## src/design/assert_macros.svh

```systemverilog
// Assertion shorthands shared by the RTL. Each expects clk and rst_n in scope.
`ifndef ASSERT_MACROS_SVH
`define ASSERT_MACROS_SVH

// Same-cycle implication.
`define LBPC_ASSERT_IMPL(label, ante, cons) \
  label: assert property (@(posedge clk) disable iff (!rst_n) (ante) |-> (cons)) \
    else $error("lbpc assertion failed");

// Next-cycle implication.
`define LBPC_ASSERT_NEXT(label, ante, cons) \
  label: assert property (@(posedge clk) disable iff (!rst_n) (ante) |=> (cons)) \
    else $error("lbpc assertion failed");

`endif

```

## src/design/lbpc_pkg.sv

```systemverilog
package lbpc_pkg;

  localparam int CW = 16;   // coordinate width
  localparam int DW = 17;   // coordinate difference width
  localparam int TW = 32;   // edge parameter width, Q16.16
  localparam int TF = 16;   // edge parameter fraction bits

  localparam logic signed [TW-1:0] T_ONE     = 32'sh0001_0000;
  localparam logic signed [TW-1:0] T_POS_INF = 32'sh7FFF_FFFF;
  localparam logic signed [TW-1:0] T_NEG_INF = 32'sh8000_0000;

  localparam logic [1:0] CFG_XMIN = 2'd0;
  localparam logic [1:0] CFG_YMIN = 2'd1;
  localparam logic [1:0] CFG_XMAX = 2'd2;
  localparam logic [1:0] CFG_YMAX = 2'd3;

  // One edge, already classified against the window.
  typedef struct packed {
    logic signed [CW-1:0] x1;
    logic signed [CW-1:0] y1;
    logic signed [CW-1:0] x2;
    logic signed [CW-1:0] y2;
    logic signed [CW-1:0] inx;
    logic signed [CW-1:0] iny;
    logic signed [CW-1:0] outx;
    logic signed [CW-1:0] outy;
    logic signed [DW-1:0] dx;
    logic signed [DW-1:0] dy;
    logic signed [DW-1:0] nox;
    logic signed [DW-1:0] noy;
    logic signed [DW-1:0] nix;
    logic signed [DW-1:0] niy;
    logic                 xin;
    logic                 yin;
  } lbpc_job_t;

endpackage

```

## src/design/lbpc_front.sv

```systemverilog
module lbpc_front import lbpc_pkg::*; (
  input  logic                 clk,
  input  logic                 rst_n,
  input  logic                 in_valid,
  output logic                 in_ready,
  input  logic signed [CW-1:0] in_vert_x,
  input  logic signed [CW-1:0] in_vert_y,
  input  logic                 in_start_flag,
  input  logic signed [CW-1:0] win_xmin,
  input  logic signed [CW-1:0] win_ymin,
  input  logic signed [CW-1:0] win_xmax,
  input  logic signed [CW-1:0] win_ymax,
  input  logic                 q_full,
  output logic                 q_push,
  output lbpc_job_t            q_job
);

  logic signed [CW-1:0] prev_x_r, prev_x_nxt;
  logic signed [CW-1:0] prev_y_r, prev_y_nxt;
  logic signed [DW-1:0] dx, dy;
  logic                 xfwd, yfwd, acc;

  assign in_ready = !q_full;
  assign acc      = in_valid && in_ready;
  assign q_push   = acc && !in_start_flag;

  assign dx = {in_vert_x[CW-1], in_vert_x} - {prev_x_r[CW-1], prev_x_r};
  assign dy = {in_vert_y[CW-1], in_vert_y} - {prev_y_r[CW-1], prev_y_r};

  // Direction picks which window sides the edge enters and leaves through.
  assign xfwd = (dx > 0) || ((dx == '0) && (prev_x_r > win_xmax));
  assign yfwd = (dy > 0) || ((dy == '0) && (prev_y_r > win_ymax));

  always_comb begin
    q_job.x1   = prev_x_r;
    q_job.y1   = prev_y_r;
    q_job.x2   = in_vert_x;
    q_job.y2   = in_vert_y;
    q_job.dx   = dx;
    q_job.dy   = dy;
    q_job.inx  = xfwd ? win_xmin : win_xmax;
    q_job.outx = xfwd ? win_xmax : win_xmin;
    q_job.iny  = yfwd ? win_ymin : win_ymax;
    q_job.outy = yfwd ? win_ymax : win_ymin;
    q_job.nox  = {q_job.outx[CW-1], q_job.outx} - {prev_x_r[CW-1], prev_x_r};
    q_job.noy  = {q_job.outy[CW-1], q_job.outy} - {prev_y_r[CW-1], prev_y_r};
    q_job.nix  = {q_job.inx[CW-1], q_job.inx} - {prev_x_r[CW-1], prev_x_r};
    q_job.niy  = {q_job.iny[CW-1], q_job.iny} - {prev_y_r[CW-1], prev_y_r};
    q_job.xin  = (prev_x_r >= win_xmin) && (prev_x_r <= win_xmax);
    q_job.yin  = (prev_y_r >= win_ymin) && (prev_y_r <= win_ymax);
  end

  assign prev_x_nxt = acc ? in_vert_x : prev_x_r;
  assign prev_y_nxt = acc ? in_vert_y : prev_y_r;

  always_ff @(posedge clk) begin
    if (!rst_n) begin
      prev_x_r <= '0;
      prev_y_r <= '0;
    end else begin
      prev_x_r <= prev_x_nxt;
      prev_y_r <= prev_y_nxt;
    end
  end

endmodule

```

## src/design/lbpc_queue.sv

```systemverilog
module lbpc_queue import lbpc_pkg::*; (
  input  logic      clk,
  input  logic      rst_n,
  input  logic      push,
  input  lbpc_job_t push_job,
  output logic      full,
  input  logic      pop,
  output logic      empty,
  output lbpc_job_t pop_job
);

  lbpc_job_t  mem_r [2];
  logic       wr_ptr_r, wr_ptr_nxt;
  logic       rd_ptr_r, rd_ptr_nxt;
  logic [1:0] cnt_r, cnt_nxt;

  assign full    = (cnt_r == 2'd2);
  assign empty   = (cnt_r == 2'd0);
  assign pop_job = mem_r[rd_ptr_r];

  assign wr_ptr_nxt = push ? !wr_ptr_r : wr_ptr_r;
  assign rd_ptr_nxt = pop ? !rd_ptr_r : rd_ptr_r;

  always_comb begin
    cnt_nxt = cnt_r;
    if (push && !pop) begin
      cnt_nxt = cnt_r + 2'd1;
    end else if (pop && !push) begin
      cnt_nxt = cnt_r - 2'd1;
    end
  end

  always_ff @(posedge clk) begin
    if (push) begin
      mem_r[wr_ptr_r] <= push_job;
    end
  end

  always_ff @(posedge clk) begin
    if (!rst_n) begin
      wr_ptr_r <= 1'b0;
      rd_ptr_r <= 1'b0;
      cnt_r    <= 2'd0;
    end else begin
      wr_ptr_r <= wr_ptr_nxt;
      rd_ptr_r <= rd_ptr_nxt;
      cnt_r    <= cnt_nxt;
    end
  end

endmodule

```

## src/design/lbpc_div.sv

```systemverilog
module lbpc_div import lbpc_pkg::*; (
  input  logic                 clk,
  input  logic                 rst_n,
  input  logic                 start,
  input  logic signed [DW-1:0] num,
  input  logic signed [DW-1:0] den,
  output logic                 busy,
  output logic                 done,
  output logic signed [TW-1:0] quo
);

  // Restoring division of |num|*2^16 by |den|, one quotient bit per cycle.
  logic          busy_r, busy_nxt;
  logic          fin_r, fin_nxt;
  logic [4:0]    cnt_r, cnt_nxt;
  logic [TW-1:0] n_r, n_nxt;
  logic [CW-1:0] d_r, d_nxt;
  logic [CW:0]   rem_r, rem_nxt;
  logic [TW-1:0] q_r, q_nxt;
  logic          neg_r, neg_nxt;
  logic [DW-1:0] num_mag, den_mag;
  logic [CW:0]   rem_sh;
  logic [CW+1:0] diff;

  assign num_mag = num[DW-1] ? (~num + 1'b1) : num;
  assign den_mag = den[DW-1] ? (~den + 1'b1) : den;
  assign rem_sh  = {rem_r[CW-1:0], n_r[TW-1]};
  assign diff    = {1'b0, rem_sh} - {2'b00, d_r};

  always_comb begin
    busy_nxt = busy_r;
    fin_nxt  = 1'b0;
    cnt_nxt  = cnt_r;
    n_nxt    = n_r;
    d_nxt    = d_r;
    rem_nxt  = rem_r;
    q_nxt    = q_r;
    neg_nxt  = neg_r;
    if (start && !busy_r) begin
      busy_nxt = 1'b1;
      cnt_nxt  = '0;
      n_nxt    = {num_mag[CW-1:0], {TF{1'b0}}};
      d_nxt    = den_mag[CW-1:0];
      rem_nxt  = '0;
      q_nxt    = '0;
      neg_nxt  = num[DW-1] ^ den[DW-1];
    end else if (busy_r) begin
      n_nxt   = {n_r[TW-2:0], 1'b0};
      rem_nxt = diff[CW+1] ? rem_sh : diff[CW:0];
      q_nxt   = {q_r[TW-2:0], ~diff[CW+1]};
      cnt_nxt = cnt_r + 5'd1;
      if (cnt_r == 5'd31) begin
        busy_nxt = 1'b0;
        fin_nxt  = 1'b1;
      end
    end
  end

  assign busy = busy_r || fin_r;
  assign done = fin_r;

  // Saturate the signed quotient to the Q16.16 range.
  always_comb begin
    if (!neg_r) begin
      quo = q_r[TW-1] ? T_POS_INF : $signed(q_r);
    end else if (q_r > 32'h8000_0000) begin
      quo = T_NEG_INF;
    end else begin
      quo = $signed(~q_r + 32'd1);
    end
  end

  always_ff @(posedge clk) begin
    n_r   <= n_nxt;
    d_r   <= d_nxt;
    rem_r <= rem_nxt;
    q_r   <= q_nxt;
    neg_r <= neg_nxt;
    cnt_r <= cnt_nxt;
  end

  always_ff @(posedge clk) begin
    if (!rst_n) begin
      busy_r <= 1'b0;
      fin_r  <= 1'b0;
    end else begin
      busy_r <= busy_nxt;
      fin_r  <= fin_nxt;
    end
  end

endmodule

```

## src/design/lbpc_back.sv

```systemverilog
module lbpc_back import lbpc_pkg::*; (
  input  logic                 clk,
  input  logic                 rst_n,
  input  logic                 q_empty,
  input  lbpc_job_t            q_job,
  output logic                 q_pop,
  output logic                 div_start,
  output logic signed [DW-1:0] div_num,
  output logic signed [DW-1:0] div_den,
  input  logic                 div_done,
  input  logic signed [TW-1:0] div_quo,
  output logic                 out_valid,
  input  logic                 out_ready,
  output logic signed [CW-1:0] out_clip_x,
  output logic signed [CW-1:0] out_clip_y,
  output logic                 out_run_last
);

`include "assert_macros.svh"

  localparam logic [3:0] S_IDLE = 4'd0;
  localparam logic [3:0] S_DOX  = 4'd1;
  localparam logic [3:0] S_DOY  = 4'd2;
  localparam logic [3:0] S_CMP  = 4'd3;
  localparam logic [3:0] S_DIX  = 4'd4;
  localparam logic [3:0] S_DIY  = 4'd5;
  localparam logic [3:0] S_PLAN = 4'd6;
  localparam logic [3:0] S_PT   = 4'd7;
  localparam logic [3:0] S_OUT  = 4'd8;

  localparam logic [1:0] M_CONST = 2'd0;
  localparam logic [1:0] M_IX    = 2'd1;
  localparam logic [1:0] M_IY    = 2'd2;

  logic [3:0]           state_r, state_nxt;
  lbpc_job_t            job_r, job_nxt;
  logic                 wait_r, wait_nxt;
  logic signed [TW-1:0] toutx_r, toutx_nxt, touty_r, touty_nxt;
  logic signed [TW-1:0] tinx_r, tinx_nxt, tiny_r, tiny_nxt;
  logic [2:0]           en_r, en_nxt;
  logic [1:0]           md_r [3];
  logic [1:0]           md_nxt [3];
  logic signed [CW-1:0] px_r [3];
  logic signed [CW-1:0] px_nxt [3];
  logic signed [CW-1:0] py_r [3];
  logic signed [CW-1:0] py_nxt [3];
  logic signed [TW-1:0] pt_r [3];
  logic signed [TW-1:0] pt_nxt [3];
  logic [1:0]           k_r, k_nxt;
  logic signed [34:0]   prod_r, prod_nxt;
  logic                 out_valid_r, out_valid_nxt;
  logic signed [CW-1:0] out_x_r, out_x_nxt, out_y_r, out_y_nxt;
  logic                 out_last_r, out_last_nxt;

  logic signed [TW-1:0] t1out, t2out, t2in, tsel;
  logic [TF:0]          tc;
  logic signed [DW-1:0] dsel;
  logic signed [35:0]   rnd;
  logic signed [19:0]   qv;
  logic signed [CW-1:0] base;
  logic signed [20:0]   sum;
  logic signed [CW-1:0] icoord;
  logic                 slot_last, out_free, out_load;

  assign t1out = (toutx_r < touty_r) ? toutx_r : touty_r;
  assign t2out = (toutx_r < touty_r) ? touty_r : toutx_r;
  assign t2in  = (tinx_r < tiny_r) ? tiny_r : tinx_r;

  // Interpolation: clamp t to [0,1], scale the delta, round half up.
  assign tsel = pt_r[k_r];
  always_comb begin
    if (tsel < 0) begin
      tc = '0;
    end else if (tsel > T_ONE) begin
      tc = T_ONE[TF:0];
    end else begin
      tc = tsel[TF:0];
    end
  end
  assign dsel   = (md_r[k_r] == M_IX) ? job_r.dx : job_r.dy;
  assign rnd    = {prod_r[34], prod_r} + 36'sd32768;
  assign qv     = rnd[35:16];
  assign base   = (md_r[k_r] == M_IX) ? job_r.x1 : job_r.y1;
  assign sum    = {{5{base[CW-1]}}, base} + {qv[19], qv};
  always_comb begin
    if (sum > 21'sd32767) begin
      icoord = 16'sh7FFF;
    end else if (sum < -21'sd32768) begin
      icoord = 16'sh8000;
    end else begin
      icoord = sum[CW-1:0];
    end
  end

  assign slot_last = (k_r == 2'd2) || ((k_r == 2'd1) && !en_r[2]) ||
                     ((k_r == 2'd0) && !en_r[1] && !en_r[2]);
  assign out_free  = !out_valid_r || out_ready;
  assign out_load  = (state_r == S_OUT) && out_free;

  always_comb begin
    state_nxt     = state_r;
    job_nxt       = job_r;
    wait_nxt      = wait_r;
    toutx_nxt     = toutx_r;
    touty_nxt     = touty_r;
    tinx_nxt      = tinx_r;
    tiny_nxt      = tiny_r;
    en_nxt        = en_r;
    md_nxt        = md_r;
    px_nxt        = px_r;
    py_nxt        = py_r;
    pt_nxt        = pt_r;
    k_nxt         = k_r;
    prod_nxt      = prod_r;
    out_valid_nxt = out_valid_r && !out_ready;
    out_x_nxt     = out_x_r;
    out_y_nxt     = out_y_r;
    out_last_nxt  = out_last_r;
    q_pop         = 1'b0;
    div_start     = 1'b0;
    div_num       = job_r.nox;
    div_den       = job_r.dx;
    case (state_r)
      S_IDLE: begin
        if (!q_empty) begin
          q_pop     = 1'b1;
          job_nxt   = q_job;
          state_nxt = S_DOX;
        end
      end
      S_DOX: begin
        div_num = job_r.nox;
        div_den = job_r.dx;
        if (job_r.dx == '0) begin
          toutx_nxt = job_r.xin ? T_POS_INF : T_NEG_INF;
          state_nxt = S_DOY;
        end else if (!wait_r) begin
          div_start = 1'b1;
          wait_nxt  = 1'b1;
        end else if (div_done) begin
          toutx_nxt = div_quo;
          wait_nxt  = 1'b0;
          state_nxt = S_DOY;
        end
      end
      S_DOY: begin
        div_num = job_r.noy;
        div_den = job_r.dy;
        if (job_r.dy == '0) begin
          touty_nxt = job_r.yin ? T_POS_INF : T_NEG_INF;
          state_nxt = S_CMP;
        end else if (!wait_r) begin
          div_start = 1'b1;
          wait_nxt  = 1'b1;
        end else if (div_done) begin
          touty_nxt = div_quo;
          wait_nxt  = 1'b0;
          state_nxt = S_CMP;
        end
      end
      S_CMP: begin
        state_nxt = (t2out > 0) ? S_DIX : S_IDLE;
      end
      S_DIX: begin
        div_num = job_r.nix;
        div_den = job_r.dx;
        if (job_r.dx == '0) begin
          tinx_nxt  = T_NEG_INF;
          state_nxt = S_DIY;
        end else if (!wait_r) begin
          div_start = 1'b1;
          wait_nxt  = 1'b1;
        end else if (div_done) begin
          tinx_nxt  = div_quo;
          wait_nxt  = 1'b0;
          state_nxt = S_DIY;
        end
      end
      S_DIY: begin
        div_num = job_r.niy;
        div_den = job_r.dy;
        if (job_r.dy == '0) begin
          tiny_nxt  = T_NEG_INF;
          state_nxt = S_PLAN;
        end else if (!wait_r) begin
          div_start = 1'b1;
          wait_nxt  = 1'b1;
        end else if (div_done) begin
          tiny_nxt  = div_quo;
          wait_nxt  = 1'b0;
          state_nxt = S_PLAN;
        end
      end
      S_PLAN: begin
        // Slot 0: turning corner or entering point, slot 1: exit point or
        // endpoint, slot 2: outgoing corner.
        en_nxt    = 3'b000;
        md_nxt[0] = M_CONST;
        md_nxt[1] = M_CONST;
        md_nxt[2] = M_CONST;
        px_nxt[0] = job_r.inx;
        py_nxt[0] = job_r.outy;
        pt_nxt[0] = tinx_r;
        px_nxt[1] = job_r.x2;
        py_nxt[1] = job_r.y2;
        pt_nxt[1] = toutx_r;
        px_nxt[2] = job_r.outx;
        py_nxt[2] = job_r.outy;
        pt_nxt[2] = t2out;
        if (t1out < t2in) begin
          en_nxt[0] = (t1out > 0) && (t1out <= T_ONE);
          if (tinx_r < tiny_r) begin
            px_nxt[0] = job_r.outx;
            py_nxt[0] = job_r.iny;
          end
        end else if ((t1out > 0) && (t2in <= T_ONE)) begin
          en_nxt[0] = (t2in >= 0);
          if (tinx_r > tiny_r) begin
            md_nxt[0] = M_IY;
            px_nxt[0] = job_r.inx;
            pt_nxt[0] = tinx_r;
          end else begin
            md_nxt[0] = M_IX;
            py_nxt[0] = job_r.iny;
            pt_nxt[0] = tiny_r;
          end
          en_nxt[1] = 1'b1;
          if (t1out <= T_ONE) begin
            if (toutx_r < touty_r) begin
              md_nxt[1] = M_IY;
              px_nxt[1] = job_r.outx;
              pt_nxt[1] = toutx_r;
            end else begin
              md_nxt[1] = M_IX;
              py_nxt[1] = job_r.outy;
              pt_nxt[1] = touty_r;
            end
          end
        end
        en_nxt[2] = (t2out <= T_ONE);
        k_nxt     = 2'd0;
        state_nxt = S_PT;
      end
      S_PT: begin
        if (en_r[k_r]) begin
          prod_nxt  = $signed({1'b0, tc}) * dsel;
          state_nxt = S_OUT;
        end else if (k_r == 2'd2) begin
          state_nxt = S_IDLE;
        end else begin
          k_nxt = k_r + 2'd1;
        end
      end
      S_OUT: begin
        if (out_free) begin
          out_valid_nxt = 1'b1;
          out_x_nxt     = (md_r[k_r] == M_IX) ? icoord : px_r[k_r];
          out_y_nxt     = (md_r[k_r] == M_IY) ? icoord : py_r[k_r];
          out_last_nxt  = slot_last;
          if (k_r == 2'd2) begin
            state_nxt = S_IDLE;
          end else begin
            k_nxt     = k_r + 2'd1;
            state_nxt = S_PT;
          end
        end
      end
      default: begin
        state_nxt = S_IDLE;
      end
    endcase
  end

  assign out_valid    = out_valid_r;
  assign out_clip_x   = out_x_r;
  assign out_clip_y   = out_y_r;
  assign out_run_last = out_last_r;

  always_ff @(posedge clk) begin
    job_r    <= job_nxt;
    toutx_r  <= toutx_nxt;
    touty_r  <= touty_nxt;
    tinx_r   <= tinx_nxt;
    tiny_r   <= tiny_nxt;
    en_r     <= en_nxt;
    md_r     <= md_nxt;
    px_r     <= px_nxt;
    py_r     <= py_nxt;
    pt_r     <= pt_nxt;
    k_r      <= k_nxt;
    prod_r   <= prod_nxt;
    out_x_r  <= out_x_nxt;
    out_y_r  <= out_y_nxt;
    out_last_r <= out_last_nxt;
  end

  always_ff @(posedge clk) begin
    if (!rst_n) begin
      state_r     <= S_IDLE;
      wait_r      <= 1'b0;
      out_valid_r <= 1'b0;
    end else begin
      state_r     <= state_nxt;
      wait_r      <= wait_nxt;
      out_valid_r <= out_valid_nxt;
    end
  end

  `LBPC_ASSERT_IMPL(a_pop_idle, q_pop, (state_r == S_IDLE) && !q_empty)
  `LBPC_ASSERT_IMPL(a_done_waits, div_done,
      wait_r && ((state_r == S_DOX) || (state_r == S_DOY) ||
                 (state_r == S_DIX) || (state_r == S_DIY)))
  `LBPC_ASSERT_NEXT(a_load_shows, out_load, out_valid_r)

endmodule

```

## src/design/liang_barsky_polygon_clip.sv

```systemverilog
// Liang-Barsky polygon clipper against the window set by the four cfg
// registers (index 0..3: xmin, ymin, xmax, ymax). Send the polygon's last
// vertex first with start_flag set; each later vertex closes one edge and
// yields zero to three points, the last marked by out_run_last. A front
// stage classifies each edge and queues it (two deep); the back end works
// one edge at a time on a shared radix-2 divider. For each edge it first
// divides for the two exit parameters, skipping the divider for a zero
// delta, then for the entry parameters when the edge can reach the window,
// then emits each enabled output slot in turn and skips the rest; the
// output handshake can stall the emission.
module liang_barsky_polygon_clip import lbpc_pkg::*; (
  input  logic                 clk,
  input  logic                 rst_n,
  input  logic                 cfg_we,
  input  logic [1:0]           cfg_index,
  input  logic [CW-1:0]        cfg_wdata,
  input  logic                 in_valid,
  output logic                 in_ready,
  input  logic signed [CW-1:0] in_vert_x,
  input  logic signed [CW-1:0] in_vert_y,
  input  logic                 in_start_flag,
  output logic                 out_valid,
  input  logic                 out_ready,
  output logic signed [CW-1:0] out_clip_x,
  output logic signed [CW-1:0] out_clip_y,
  output logic                 out_run_last
);

  logic signed [CW-1:0] xmin_r, xmin_nxt, ymin_r, ymin_nxt;
  logic signed [CW-1:0] xmax_r, xmax_nxt, ymax_r, ymax_nxt;
  logic                 q_full, q_push, q_pop, q_empty;
  lbpc_job_t            push_job, pop_job;
  logic                 div_start, div_busy, div_done;
  logic signed [DW-1:0] div_num, div_den;
  logic signed [TW-1:0] div_quo;

  always_comb begin
    xmin_nxt = xmin_r;
    ymin_nxt = ymin_r;
    xmax_nxt = xmax_r;
    ymax_nxt = ymax_r;
    if (cfg_we) begin
      case (cfg_index)
        CFG_XMIN: xmin_nxt = cfg_wdata;
        CFG_YMIN: ymin_nxt = cfg_wdata;
        CFG_XMAX: xmax_nxt = cfg_wdata;
        CFG_YMAX: ymax_nxt = cfg_wdata;
        default: begin
        end
      endcase
    end
  end

  always_ff @(posedge clk) begin
    if (!rst_n) begin
      xmin_r <= '0;
      ymin_r <= '0;
      xmax_r <= 16'sh7FFF;
      ymax_r <= 16'sh7FFF;
    end else begin
      xmin_r <= xmin_nxt;
      ymin_r <= ymin_nxt;
      xmax_r <= xmax_nxt;
      ymax_r <= ymax_nxt;
    end
  end

  lbpc_front u_front (
    .clk, .rst_n, .in_valid, .in_ready, .in_vert_x, .in_vert_y, .in_start_flag,
    .win_xmin (xmin_r), .win_ymin (ymin_r), .win_xmax (xmax_r), .win_ymax (ymax_r),
    .q_full, .q_push, .q_job (push_job)
  );

  lbpc_queue u_queue (
    .clk, .rst_n, .push (q_push), .push_job, .full (q_full),
    .pop (q_pop), .empty (q_empty), .pop_job
  );

  lbpc_div u_div (
    .clk, .rst_n, .start (div_start), .num (div_num), .den (div_den),
    .busy (div_busy), .done (div_done), .quo (div_quo)
  );

  lbpc_back u_back (
    .clk, .rst_n, .q_empty, .q_job (pop_job), .q_pop,
    .div_start, .div_num, .div_den, .div_done, .div_quo,
    .out_valid, .out_ready, .out_clip_x, .out_clip_y, .out_run_last
  );

  `include "assert_macros.svh"

  `LBPC_ASSERT_IMPL(a_div_start_free, div_start, !div_busy)

endmodule
```

## config.mk

```make
export PLATFORM = sky130hd
export DESIGN_NAME = liang_barsky_polygon_clip
export DESIGN_NICKNAME = d
export VERILOG_FILES = /design/src/design/lbpc_pkg.sv /design/src/design/lbpc_front.sv /design/src/design/lbpc_queue.sv /design/src/design/lbpc_div.sv /design/src/design/lbpc_back.sv /design/src/design/liang_barsky_polygon_clip.sv
export VERILOG_INCLUDE_DIRS = /design/src /design/src/design
export SDC_FILE = /design/constraint.sdc
export NUM_CORES = 2
export LEC_CHECK = 0
export ABC_AREA = 1
export BUFFER_PORTS_ARGS = -buffer_cell sky130_fd_sc_hd__buf_2
export CORE_ASPECT_RATIO = 1.4
export CORE_UTILIZATION = 55
export CTS_CLUSTER_DIAMETER = 120
export DETAILED_ROUTE_END_ITERATION = 10
export PLACE_DENSITY = 0.71
export SYNTH_ARGS = -nofsm -noshare
export SYNTH_HDL_FRONTEND = slang
export SYNTH_SLANG_ARGS = --single-unit
```

## constraint.sdc

```tcl
create_clock -name clk -period 17.6 [get_ports clk]
set_input_delay 3.52 -clock clk [delete_from_list [all_inputs] [get_ports clk]]
set_output_delay 3.52 -clock clk [all_outputs]
set_load 0.05 [all_outputs]
```

---- Yosys cells after proc, flatten, opt, wreduce, memory -nomap -nowiden ----
Memory sizes are Yosys's and may differ from the RTL's. A register that Yosys moved wholly into a read port is not among the register bits.
Index checks and enable logic that the tools add are counted.
storage, ports and cells
  bits in registers ....................... 591
  memory bits (writable) .................. 464
  input port bits ......................... 56
  output and inout port bits .............. 35
  memories ................................ 1
cells by class
  add/sub/neg operators ................... 16
  $mul .................................... 1
  order comparisons ....................... 25
  eq/ne operators ......................... 31
  multiplexer cells ....................... 110
  bitwise logic cells ..................... 11
  reduce and logical (&&, ||, !) cells .... 66
memories
  memory         depth  width  rd ports  clocked after Yosys merged registers in  write ports  RTL line          RTL
  u_queue.mem_r  2      232    1         1                                        1            lbpc_queue.sv:12  lbpc_job_t mem_r [2];
operators with widths
  cell                    count
  $mux 32                 18
  $mux 16                 28
  $mux 64                 2
  $sub 16x16->17          6
  $le 32x18->1 const B    3
  $lt 32x32->1            3
  $logic_not 17->1        4
  $mux 17                 4
  $bmux 16 s2             2
  $bmux 32 s2             1
  $gt 32x1->1 const B     2
  $mux 4                  16
  $pmux 17 s3             1
  $add 35x17->36 const B  1
  $pmux 4 s9              1
  $mul 18x17->35          1
  $gt 17x1->1 const B     2
  $add 16x1->16 const B   2
  $add 32x1->32 const B   1
  $ge 16x16->1            2
  $ge 32x1->1 const B     1
  $gt 16x16->1            2
  $gt 32x18->1 const B    1
  $gt 32x32->1            1
  other kinds (48)        155

---- Depth between registers and ports, before layout ----
  depth after elaboration ................. 11
  mapped depth ............................ 40

---- Hierarchy ----
A second synthesis with hierarchy kept.
unflattened totals
  cells, all modules ...................... 8,414
  area total of the unflattened synthesis .. 77,934.7 sq um
modules (own cells, without submodules)
  module                     times used  cells an instance  area an instance (sq um)
  lbpc_back                  1           4,903              42,573.3
  lbpc_queue                 1           757                17,714.5
  lbpc_front                 1           1,501              8,873.5
  lbpc_div                   1           897                6,148.4
  liang_barsky_polygon_clip  1           356                2,625.0

---- Least setup slack after synthesis ----
No wires, ideal clock.
  path kind ............................... input-to-reg
  start point ............................. input in_valid
  end point ............................... memory u_queue.mem_r[1][0] in the netlist's numbering, enable pin
  arrival time ............................ 13.658 ns
  data required time ...................... 16.770 ns
  slack ................................... 3.111 ns
  cell stages on the path ................. 5
  path through ............................ nand2_1 > clkbuf_1 > nor2_1 > inv_1 > nor2_1
on the way
  word-level cells in the longest chain between the ends .. 4
RTL lines
  item                          RTL line                         RTL
  start: declaration            liang_barsky_polygon_clip.sv:17  input logic in_valid,
  $logic_and 1x1->1             lbpc_front.sv:24                 assign acc = in_valid && in_ready;
  $logic_and 1x1->1             lbpc_front.sv:25                 assign q_push = acc && !in_start_flag;
  named net q_push              liang_barsky_polygon_clip.sv:31  logic q_full, q_push, q_pop, q_empty;
  $mux 1                        lbpc_queue.sv:34                 if (push) begin
  $mux 1 (not written as such)  lbpc_queue.sv:35                 mem_r[wr_ptr_r] <= push_job;
  end: declaration              lbpc_queue.sv:12
The timed path passes the listed nets, and every way through them passes these cells.

==> results.toml <==
[clock_network]
cts_htree_levels = 3
worstSkewPairLatency_ns = 0.80
cts_resized = 0
cts.path.max_buffers = 3
postCtsHoldBufs = 0
cts_setup_buffers = 0
tritoncts = "done"
cts_root_buf = "clkbuf_16"
clk_pin_slew_ns = 0.06
cts_buffers = 117
cts.sinks = 1272

[synthesis]
ys_warn_count = 0
syn-mean-instance-area_um2 = 9.00
async_flop_share = 0
yosys_register_bits = 1272
ys.flop_type = "edfxtp_1"
postSynthCellCount = 8270
ys_types = 65
synth-edff-count = 1111
ys_seq_area_frac = 0.492
synthesis.area_um2 = 74400
syn-num-nets = 8982

[critical_path]
slowest_delay_ns = 0.82
crit_arrival_ns = 10.69
cp_slowest_cell = "nand2_1"
path_class = "input pin to flip-flop"
cp_common_cell = "nand2_1"
rr_worst_depth = 33
end_kind = "flip-flop"
r2r_start = "u_back.k_r[1]"
rrSetupSlack_ns = 8.14
start_kind = "input pin"
reg2reg_to = "u_back.prod_r[31]"
cp.required_ns = 18.20
critPathMaxFanout = 36

[cells_and_area]
fillers = 11400
fin_cells = 10100
nNetsFinal = 8938
final_common_cell = "nand2_1"
design_area_um2 = 80500
drive_gt1_frac = 0.0543
final_cell_mix = "nand2_1 (2745), edfxtp_1 (1111), inv_1 (898)"
synthToLayoutAreaGrowth_pct = 8.20

[timing]
relSlewSlack = 0.119
finalMaxSlewViolations = 0
finalSetupViolCount = 0
fin_hold_ws_ns = 0.460
setup_tns_ns = 0
timing.fmax_mhz = 99.2
clock_skew_ns = 0.0669
fin_crit_sh = 0.573
hold_violations = 0
fin_crit_ns = 10.08
tightest_slew_ns = 1.31
rsz0062_at_grt = "no"

[global_routing]
grt_max_degree = 133
grt_pass1_vias = 57400
overflow = 0
grt_pass1_wl_um = 339000
antenna_found_initial = 9
grtUsageTotal = 0.329

[detailed_routing]
viasPerCell = 5.76
wl_met2_um = 110000
ant_nets = 0
route.vias.total = 58200
met1_length_um = 79000
wl_per_cell_um = 22.2
initialDrtViolationCount = 5433
routed-wl-met3_um = 15600
drtPass1Iterations = 9
drc = 0
dr.max_layer_used = "met5"
wl_um = 224000

[power]
total_power_mw = 10.9
power_frac_seq = 0.415
p_int_mw = 6.75
p_clk_frac = 0.244
p_leak_nw = 35.8
swShare = 0.381
power.switching_mw = 4.15
powerDensity_nw_per_um2 = 135
comb_power_share = 0.341
vdd_drop_max_mv = 0.114

[flow_run]
cap_violations = 0

[worst_hold_path]
hold_start = "u_queue.mem_r[0][223]"
holdPathStages = 2
min_to = "u_back.job_r[223]"
hp-class = "flip-flop to flip-flop"

[placed_design]
dp_hpwl_um = 162000
io_buffers = 90
placed_cell_area_um2 = 76500
dpl.cell_count = 9878
gp_congestion = 0.991

[floorplan]
fp.coreArea_um2 = 134000
start_util = 0.554
ios = 91
die_w_um = 313
std_cell_rows = 159
die-height_um = 437
die-area_um2 = 137000

[status]
status = "finished, final reports clean"
synthesized netlist by cell type (all sizes together), types with 2 or more instances:
cell type / instances / area (µm²)
o21ai: 575 / 2900
clkbuf: 248 / 931
a211oi: 9 / 67.6
edfxtp: 1111 / 33400
o22ai: 31 / 194
xor2: 151 / 1320
nand2: 2760 / 10400
xnor2: 52 / 455
or2: 7 / 43.8
a31oi: 19 / 119
nand4: 71 / 444
buf: 89 / 498
nor3b: 3 / 22.5
nor3: 53 / 270
ha: 425 / 5320
mux2: 25 / 282
nor2: 482 / 1850
o2111ai: 6 / 52.6
nor4: 26 / 169
a221oi: 4 / 35.0
o21a: 10 / 75.1
o221ai: 14 / 123
and3: 5 / 31.3
a21oi: 331 / 1660
dfxtp: 161 / 3220
o211ai: 25 / 188
o21bai: 14 / 109
and2: 4 / 25.0
o41ai: 3 / 26.3
clkinv: 7 / 26.3
nand3b: 3 / 22.5
fa: 231 / 4620
a2111oi: 2 / 17.5
a311oi: 2 / 17.5
a21boi: 9 / 67.6
a21o: 9 / 67.6
nand3: 352 / 1770
o31ai: 18 / 135
a22oi: 3 / 22.5
inv: 913 / 3430
power groups by stage:
| stage | clock network (mW) | registers [mW] | logic [mW] |
|---|---|---|---|
| floorplan | 0 | 4.51 | 2.47 |
| global placement | 0 | 4.55 | 3.56 |
| detailed placement | 0 | 4.57 | 3.64 |
| CTS | 2.68 | 4.51 | 3.67 |
| global route | 2.80 | 4.54 | 4.10 |
| finish | 2.66 | 4.52 | 3.72 |
cells by family (layout without fill, tap and decap cells):
family / after synthesis / after routing / share of synthesized area
simple gates: 3769 / 3769 / 0.202
flops: 1272 / 1272 / 0.492
buf+inv: 1257 / 1317 / 0.0656
compound gates: 1088 / 1088 / 0.0794
fa+ha+maj: 656 / 656 / 0.134
xor+xnor: 203 / 203 / 0.0239
mux: 25 / 25 / 0.00378
other cells: 0 / 2 / 0
layout make-up:
cell class	count	area, µm²	share of cell area
antenna	2	5.00	0.0000622
clock buffer	160	3300	0.0409
clock inverter	63	742	0.00921
inverter	920	3470	0.0430
multi-input combinational	5741	33100	0.411
sequential	1272	36600	0.454
tap	1771	2220	0.0275
timing repair buffer	174	1080	0.0134
stage by stage:
step / utilization / worst slack, ns
finish: 0.600 / 7.52
global route: 0.600 / 7.04
CTS: 0.600 / 7.66
detailed placement: 0.570 / 6.85
global placement: 0.570 / 6.96
floorplan: - / 3.11
sequential cells by signal (all words and copies together) (netlist names), 48 cells and up:
register,cells
u_back.job_r,232
u_back.pt_r,96
u_back.px_r,48
u_back.py_r,48
u_queue.mem_r,464
layer usage:
metal	up-vias	global-route usage
met1	27700	0.370
li1	27200	-
met3	760	0.0476
met5	-	0
met4	6	0.246
met2	2566	0.565
worst max path at each step:
stage                      start                   end  cells past startpoint
finish              in_vert_y[3]  u_queue.mem_r[1][51]                     35
global route        in_vert_y[3]  u_queue.mem_r[1][17]                     35
CTS                 in_vert_y[3]  u_queue.mem_r[1][17]                     35
detailed placement  in_vert_y[3]  u_queue.mem_r[1][17]                     35
global placement    in_vert_y[3]  u_queue.mem_r[0][17]                     35
floorplan               in_valid   u_queue.mem_r[1][0]                      5
worst max-delay path, delay by kind of cell:
family          cells  cell delay (ns)
simple gates       19             3.36
fa+ha+maj           2             0.81
xor+xnor            1             0.24
buf+inv             3             0.83
compound gates     10             1.87
No activity file was read; power rests on OpenSTA's default activity.
